$ cat config.mk
export PLATFORM = sky130hd
export DESIGN_NAME = yuyv_to_rgb24_converter
export DESIGN_NICKNAME = d
export VERILOG_FILES = /design/src/hdl/yrc_pkg.sv /design/src/hdl/yrc_chroma.sv /design/src/hdl/yrc_lane.sv /design/src/hdl/yuyv_to_rgb24_converter.sv
export VERILOG_INCLUDE_DIRS = /design/src /design/src/hdl
export SDC_FILE = /design/constraint.sdc
export NUM_CORES = 1
export LEC_CHECK = 0
export BUFFER_PORTS_ARGS = -buffer_cell sky130_fd_sc_hd__buf_2
export CORE_ASPECT_RATIO = 0.7
export CORE_MARGIN = 4
export CORE_UTILIZATION = 55
export CTS_CLUSTER_DIAMETER = 200
export DETAILED_ROUTE_END_ITERATION = 12
export HOLD_SLACK_MARGIN = 0.02
export PLACE_DENSITY = 0.72
export SYNTH_ARGS = -nofsm -noshare
export SYNTH_HDL_FRONTEND = slang
export SYNTH_HIERARCHICAL = 1
export SYNTH_SLANG_ARGS = --single-unit
$ cat constraint.sdc
create_clock -name clk -period 6.5 [get_ports clk]
set_clock_uncertainty 0.15 [all_clocks]
set_input_delay 0.325 -clock clk [delete_from_list [all_inputs] [get_ports clk]]
set_output_delay 0.325 -clock clk [all_outputs]
set_load 0.02 [all_outputs]
$ cat src/hdl/assert_macros.svh
`ifndef ASSERT_MACROS_SVH
`define ASSERT_MACROS_SVH

// Concurrent check on clk, off while in reset.
`define ASSERT_PROP(label, prop, msg) \
  label: assert property (@(posedge clk) disable iff (!rst_n) (prop)) else $error(msg);

// Condition must never hold outside reset.
`define ASSERT_NEVER(label, cond, msg) \
  label: assert property (@(posedge clk) disable iff (!rst_n) !(cond)) else $error(msg);

`endif

$ cat src/hdl/yrc_pkg.sv
package yrc_pkg;

  localparam int SUM_W = 27;

  localparam logic signed [SUM_W-1:0] COEF_RV = SUM_W'(89831);
  localparam logic signed [SUM_W-1:0] COEF_GV = SUM_W'(45744);
  localparam logic signed [SUM_W-1:0] COEF_GU = SUM_W'(22127);
  localparam logic signed [SUM_W-1:0] COEF_BU = SUM_W'(113538);
  localparam logic signed [8:0]       CHROMA_OFFSET = 9'sd128;
  localparam logic [9:0]              CLAMP_MAX = 10'd255;
  localparam logic [15:0]             SCALE_NUM = 16'd220;
  localparam logic [7:0]              CHAN_MAX = 8'd220;

  typedef struct packed {
    logic [7:0] luma_first;
    logic [7:0] chroma_blue;
    logic [7:0] luma_second;
    logic [7:0] chroma_red;
    logic       frame_end_in;
  } yrc_in_t;

  typedef struct packed {
    logic [7:0] red_first;
    logic [7:0] green_first;
    logic [7:0] blue_first;
    logic [7:0] red_second;
    logic [7:0] green_second;
    logic [7:0] blue_second;
    logic       frame_end_out;
  } yrc_out_t;

  typedef struct packed {
    logic [7:0]              luma_first;
    logic [7:0]              luma_second;
    logic signed [SUM_W-1:0] prod_rv;
    logic signed [SUM_W-1:0] prod_gv;
    logic signed [SUM_W-1:0] prod_gu;
    logic signed [SUM_W-1:0] prod_bu;
    logic                    frame_end;
  } yrc_chroma_t;

  typedef struct packed {
    logic [7:0] red;
    logic [7:0] green;
    logic [7:0] blue;
  } yrc_rgb_t;

  function automatic logic [7:0] finish_channel(input logic signed [SUM_W-1:0] sum);
    logic [SUM_W-18:0] whole;
    logic [7:0]        clamped;
    logic [15:0]       scaled;
    whole   = sum[SUM_W-2:16];
    clamped = (whole > CLAMP_MAX) ? CLAMP_MAX[7:0] : whole[7:0];
    scaled  = {8'h00, clamped} * SCALE_NUM;
    return sum[SUM_W-1] ? 8'h00 : scaled[15:8];
  endfunction

endpackage

$ cat src/hdl/yrc_chroma.sv
module yrc_chroma (
  input  logic                 clk,
  input  logic                 en,
  input  yrc_pkg::yrc_in_t     in_data,
  output yrc_pkg::yrc_chroma_t chroma
);
  import yrc_pkg::*;

  logic signed [8:0]       du;
  logic signed [8:0]       dv;
  logic signed [SUM_W-1:0] du_ext;
  logic signed [SUM_W-1:0] dv_ext;
  yrc_chroma_t             chroma_r;
  yrc_chroma_t             chroma_nxt;

  always_comb begin
    du     = $signed({1'b0, in_data.chroma_blue}) - CHROMA_OFFSET;
    dv     = $signed({1'b0, in_data.chroma_red}) - CHROMA_OFFSET;
    du_ext = SUM_W'(du);
    dv_ext = SUM_W'(dv);
    chroma_nxt.luma_first  = in_data.luma_first;
    chroma_nxt.luma_second = in_data.luma_second;
    chroma_nxt.prod_rv     = COEF_RV * dv_ext;
    chroma_nxt.prod_gv     = COEF_GV * dv_ext;
    chroma_nxt.prod_gu     = COEF_GU * du_ext;
    chroma_nxt.prod_bu     = COEF_BU * du_ext;
    chroma_nxt.frame_end   = in_data.frame_end_in;
  end

  always_ff @(posedge clk) begin
    if (en) begin
      chroma_r <= chroma_nxt;
    end
  end

  assign chroma = chroma_r;

endmodule

$ cat src/hdl/yrc_lane.sv
module yrc_lane (
  input  logic                    clk,
  input  logic                    en,
  input  logic [7:0]              luma,
  input  yrc_pkg::yrc_chroma_t    chroma,
  output yrc_pkg::yrc_rgb_t       pixel
);
  import yrc_pkg::*;

  logic signed [SUM_W-1:0] base;
  logic signed [SUM_W-1:0] sum_r_r;
  logic signed [SUM_W-1:0] sum_g_r;
  logic signed [SUM_W-1:0] sum_b_r;
  logic signed [SUM_W-1:0] sum_r_nxt;
  logic signed [SUM_W-1:0] sum_g_nxt;
  logic signed [SUM_W-1:0] sum_b_nxt;

  always_comb begin
    base      = $signed({3'b000, luma, 16'h0000});
    sum_r_nxt = base + chroma.prod_rv;
    sum_g_nxt = base - chroma.prod_gv - chroma.prod_gu;
    sum_b_nxt = base + chroma.prod_bu;
  end

  always_ff @(posedge clk) begin
    if (en) begin
      sum_r_r <= sum_r_nxt;
      sum_g_r <= sum_g_nxt;
      sum_b_r <= sum_b_nxt;
    end
  end

  always_comb begin
    pixel.red   = finish_channel(sum_r_r);
    pixel.green = finish_channel(sum_g_r);
    pixel.blue  = finish_channel(sum_b_r);
  end

endmodule

$ cat src/hdl/yuyv_to_rgb24_converter.sv
// Path: accepted input goes through the chroma, lane and output registers.
// Throughput: one transaction per cycle; two pixel lanes share one chroma
// multiply stage, and a 3-stage elastic pipeline stalls only when full.
// Reset: rst_n synchronous, active low; clears the stage valid bits only,
// payload registers are not reset.
`include "assert_macros.svh"

module yuyv_to_rgb24_converter (
  input  logic              clk,
  input  logic              rst_n,
  input  logic              in_valid,
  output logic              in_stall,
  input  yrc_pkg::yrc_in_t  in_data,
  output logic              out_valid,
  input  logic              out_stall,
  output yrc_pkg::yrc_out_t out_data
);
  import yrc_pkg::*;

  logic        s1_valid_r;
  logic        s1_valid_nxt;
  logic        s2_valid_r;
  logic        s2_valid_nxt;
  logic        out_valid_r;
  logic        out_valid_nxt;
  logic        s2_fe_r;
  logic        ready_s1;
  logic        ready_s2;
  logic        ready_out;
  yrc_chroma_t chroma;
  yrc_rgb_t    pix_first;
  yrc_rgb_t    pix_second;
  yrc_out_t    out_data_r;
  yrc_out_t    out_data_nxt;

  assign ready_out = !out_valid_r || !out_stall;
  assign ready_s2  = !s2_valid_r || ready_out;
  assign ready_s1  = !s1_valid_r || ready_s2;

  yrc_chroma u_chroma (
    .clk     (clk),
    .en      (ready_s1),
    .in_data (in_data),
    .chroma  (chroma)
  );

  yrc_lane u_lane_first (
    .clk    (clk),
    .en     (ready_s2),
    .luma   (chroma.luma_first),
    .chroma (chroma),
    .pixel  (pix_first)
  );

  yrc_lane u_lane_second (
    .clk    (clk),
    .en     (ready_s2),
    .luma   (chroma.luma_second),
    .chroma (chroma),
    .pixel  (pix_second)
  );

  always_comb begin
    s1_valid_nxt  = ready_s1 ? in_valid : s1_valid_r;
    s2_valid_nxt  = ready_s2 ? s1_valid_r : s2_valid_r;
    out_valid_nxt = ready_out ? s2_valid_r : out_valid_r;
    out_data_nxt.red_first     = pix_first.red;
    out_data_nxt.green_first   = pix_first.green;
    out_data_nxt.blue_first    = pix_first.blue;
    out_data_nxt.red_second    = pix_second.red;
    out_data_nxt.green_second  = pix_second.green;
    out_data_nxt.blue_second   = pix_second.blue;
    out_data_nxt.frame_end_out = s2_fe_r;
  end

  always_ff @(posedge clk) begin
    if (!rst_n) begin
      s1_valid_r  <= 1'b0;
      s2_valid_r  <= 1'b0;
      out_valid_r <= 1'b0;
    end else begin
      s1_valid_r  <= s1_valid_nxt;
      s2_valid_r  <= s2_valid_nxt;
      out_valid_r <= out_valid_nxt;
    end
  end

  always_ff @(posedge clk) begin
    if (ready_s2) begin
      s2_fe_r <= chroma.frame_end;
    end
    if (ready_out) begin
      out_data_r <= out_data_nxt;
    end
  end

  assign in_stall  = !ready_s1;
  assign out_valid = out_valid_r;
  assign out_data  = out_data_r;

  `ASSERT_PROP(a_stall_only_when_full, in_stall |-> (out_valid && out_stall),
               "input stalled while pipeline has room")
  `ASSERT_PROP(a_latency,
               (in_valid && !in_stall) ##1 !out_stall ##1 !out_stall |=> out_valid,
               "accepted transaction did not reach output in 3 cycles")
  `ASSERT_NEVER(a_range_first,
                out_valid && (out_data.red_first > CHAN_MAX ||
                out_data.green_first > CHAN_MAX || out_data.blue_first > CHAN_MAX),
                "first pixel channel above scaled maximum")
  `ASSERT_NEVER(a_range_second,
                out_valid && (out_data.red_second > CHAN_MAX ||
                out_data.green_second > CHAN_MAX || out_data.blue_second > CHAN_MAX),
                "second pixel channel above scaled maximum")

endmodule
[Word level (Yosys, flattened, before mapping)]
Cells that the tools add are included.
Word-level totals
  output and inout bits: 51
  word-level logic and storage cells: 64
  input port bits: 37
  flip-flop bits (word level): 335
Operators by class
  $add $sub $neg: 10
  $lt $le $gt $ge: 6
  reduce and logical (&&, ||, !) cells: 8
  multipliers: 10
  muxes and demuxes: 6
Operator list (number)
  adder 25 x 27 -> 27 bit: 4
  multiplier 8 x 6 -> 14 bit, second input constant: 6
  > comparator 10 x 8 -> 1 bit, second input constant: 6
  subtractor 25 x 27 -> 27 bit: 2
  subtractor 27 bit: 2
  2-to-1 mux 8 bit: 6
  multiplier 18 x 9 -> 27 bit, first input constant: 1
  multiplier 17 x 9 -> 26 bit, first input constant: 1
  multiplier 16 x 9 -> 25 bit, first input constant: 1
  multiplier 13 x 9 -> 22 bit, first input constant: 1
  subtractor 8 x 8 -> 9 bit, second input constant: 2
  zero test 1 bit: 5
  logical OR 1 bit: 3

[Depth between registers and ports, before layout]
  depth after elaboration: 5
  mapped depth: 19
  gate-level depth less buffers: 18

[Cells and area by module]
The synthesis kept the hierarchy.
By module, submodules not included
  yrc_chroma: area an instance 12839.8 um^2, cells each 1173, instances 1, seq. area each 3423.3 um^2
  yrc_lane at u_lane_second: area an instance 6416.2 um^2, cells each 716, instances 1, seq. area each 991.0 um^2
  yrc_lane at u_lane_first: area an instance 6394.9 um^2, cells each 716, instances 1, seq. area each 991.0 um^2
  yuyv_to_rgb24_converter: area an instance 1615.3 um^2, cells each 62, instances 1, seq. area each 1561.5 um^2

[Least setup slack after synthesis]
Ideal clock, no wire load.
  path type: input to register
  start: input in_data[8] (netlist bit)
  end: register u_chroma.chroma_r (netlist bit u_chroma/chroma[108]) (data pin)
  cell stages on the path: 18
  arrival: 4648 ps
  buffers on the path: 1
  required time: 6095 ps
  library setup time: 255 ps
  slack: 1447 ps
  cells stage by stage: inv_1 > clkbuf_1 > ha_1 > inv_1 > ha_1 > inv_1 > fa_1 > inv_1 > fa_1 > inv_1 > fa_1 > inv_1 > ha_1 > a2111oi_2 > a211o_2 > nand3_2 > a2111oi_2 > and3b_1
RTL lines
  start, declared: RTL line yuyv_to_rgb24_converter.sv:13  | input yrc_pkg::yrc_in_t in_data,
  end signal, assigned: RTL line yrc_chroma.sv:32  | chroma_r <= chroma_nxt;
  end, declared: RTL line yrc_chroma.sv:13  | yrc_chroma_t chroma_r;

==> metrics <==
Worst Tran Pin Value=between 1 and 1.5 ns; clock latency on the worst-skew pair=0.56 ns; Core ar.=46,700 sq um; Routed Wire Length=~57 mm; CP Cell Sequence=buf_2, inv_1, ha_1, inv_1, ha_1, inv_1, fa_1, fa_1, inv_1, ha_1, ha_1, a21oi_1, o211ai_1, a31o_2, a2111oi_0, nor3_1, xor2_1; Crit path largest cell delay=0.55 ns; initial antenna violation count=0; clk slew on worst S/H paths=0.06 ns; kind of end point of the critical path=flip-flop; CTS tree=done; gr usage total=23.0%; IO Pins=88; status=finished clean; Iter 0 DRT Violations=1,142; Die X=269 um; startpoint types=input port; Cells after Synth=2,603; Placed Area=27,300 sq um; clk sinks=between 200 and 250; ANT nets after route=0; fin area=about 28,000 sq um; DPL Wire Length=47.8 mm; DR pass1 iterations=6; Max-Cap Viols=0; largest net degree at the start of global routing=between 70 and 80; Synth Warn #=6; WP data arrival=5.36 ns; H-tree levels=1; via/cell ratio=5.62; fraction of layout cells with a size suffix above 1=6.56%; Final Wtd Congestion=~0.97; per-cell routed wire length=17.2 um; hold_ws=roughly 0.21 ns; FP Rows=66; Setup TNS=0 ns; Die Y=191 um; first-pass GRT wire length=approximately 96 mm; Initial Util=56.0%; clock buffer count from CTS=25; gr ovfl total=0; Port Buffer Count=87; critical path's slowest cell=fa_1; die area=51,200 sq um; synthesized cell area=26,200 sq um; worst hold stages=2; Worst EP required=6.64 ns; Fmax=192 MHz; Mapped Avg Cell Area=10.1 sq um; area grow syn2layout=8.31%; r2r worst-path depth=14; antenna cells=0; final setup fails=0; CP Class=in2reg; HP Class=in2reg; setup repair after global routing missed its margin=false; critical-path maximum fanout=21; Slew HR=32.6%; Root Driver=clkbuf_16; NumNets Final=3,475; Hold Violations, Final=0; Max Slew Vio Count=0; fin crit share=between 80% and 90%; clk buf depth=3; clock period minus worst slack=5.21 ns; drt drc=0; vias in the first global route=19,014; via count=roughly 19,000
## sequential cells by signal, summed over array words and instances, names as in the netlist
register and count:
u_lane_first/sum_g_r 11, s2_valid_r 1, u_lane_second/sum_b_r 11, u_lane_first/sum_b_r 11, u_chroma/chroma 86, out_valid 1
s2_fe_r 1, u_lane_first/sum_r_r 11, u_lane_second/sum_g_r 11, out_data 49, s1_valid_r 1, u_lane_second/sum_r_r 11
## critical path, delay by kind of cell
kind | cells | cell delay [ns]
AND/OR/NAND/NOR | 1 | 0.13
XOR/XNOR | 1 | 0.16
AO/OA/AOI/OAI | 4 | 1.20
buffers and inverters | 5 | 1.04
adder cells (fa/ha/maj) | 6 | 2.48
## layout make-up
type / instances / area [sq um]
Timing Repair Buffer: 113 / 688
Clock buffer: 30 / 664
Fill cell: 3922 / 18400
Multi-Input combinational cell: 1842 / 18000
Sequential cell: 205 / 6130
Inverter: 521 / 1960
Tap cell: 612 / 766
Clock inverter: 16 / 204
## timing repair
action	in CTS	in global routing
gates resized for setup	0	0
endpoints found under the setup margin	0	0
hold buffers	23	0
setup buffers	0	0
hold endpoints to repair	22	0
## stage by stage
stage / util (%) / setup WS [ns] / instances
floorplan: - / 1.53 / 2606
global placement: 58.4 / 1.00 / 3270
detailed placement: 58.4 / 0.761 / 3270
CTS: 60.7 / 1.35 / 3339
global route: 60.7 / 1.04 / 3339
finish: 60.7 / 1.29 / 3339
## placed cells by master, fill, tap and decap left out, drive strengths merged, types with 55 or more instances in the layout
cell	count
o21ai	74
inv	521
xnor2	107
a21o	55
nand2	92
ha	508
fa	222
nor2	109
or3	75
buf	90
edfxtp	202
a21oi	123
## layer usage
metal	part of all wire [%]	track usage, %	vias up
met5	0	0	-
met4	1.4	3.44	0
met3	6.3	3.87	62
met2	43	35.9	468
met1	49	34.6	9066
li1	-	-	9176
## path summary, 6_finish.rpt
path / from / to / slack [ns]
max: in_data[8] / u_chroma/chroma[76]$_DFFE_PP_ / 1.29
min: in_data[24] / u_chroma/chroma[27]$_DFFE_PP_ / 0.21
max reg2reg: u_lane_second/sum_b_r[24]$_DFFE_PP_ / out_data[8]$_DFFE_PP_ / 1.77
min reg2reg: s2_fe_r$_DFFE_PP_ / out_data[0]$_DFFE_PP_ / 0.27
Power is not shown: default switching activity piles up to over one toggle a cycle in this logic, so the estimate is an artifact.
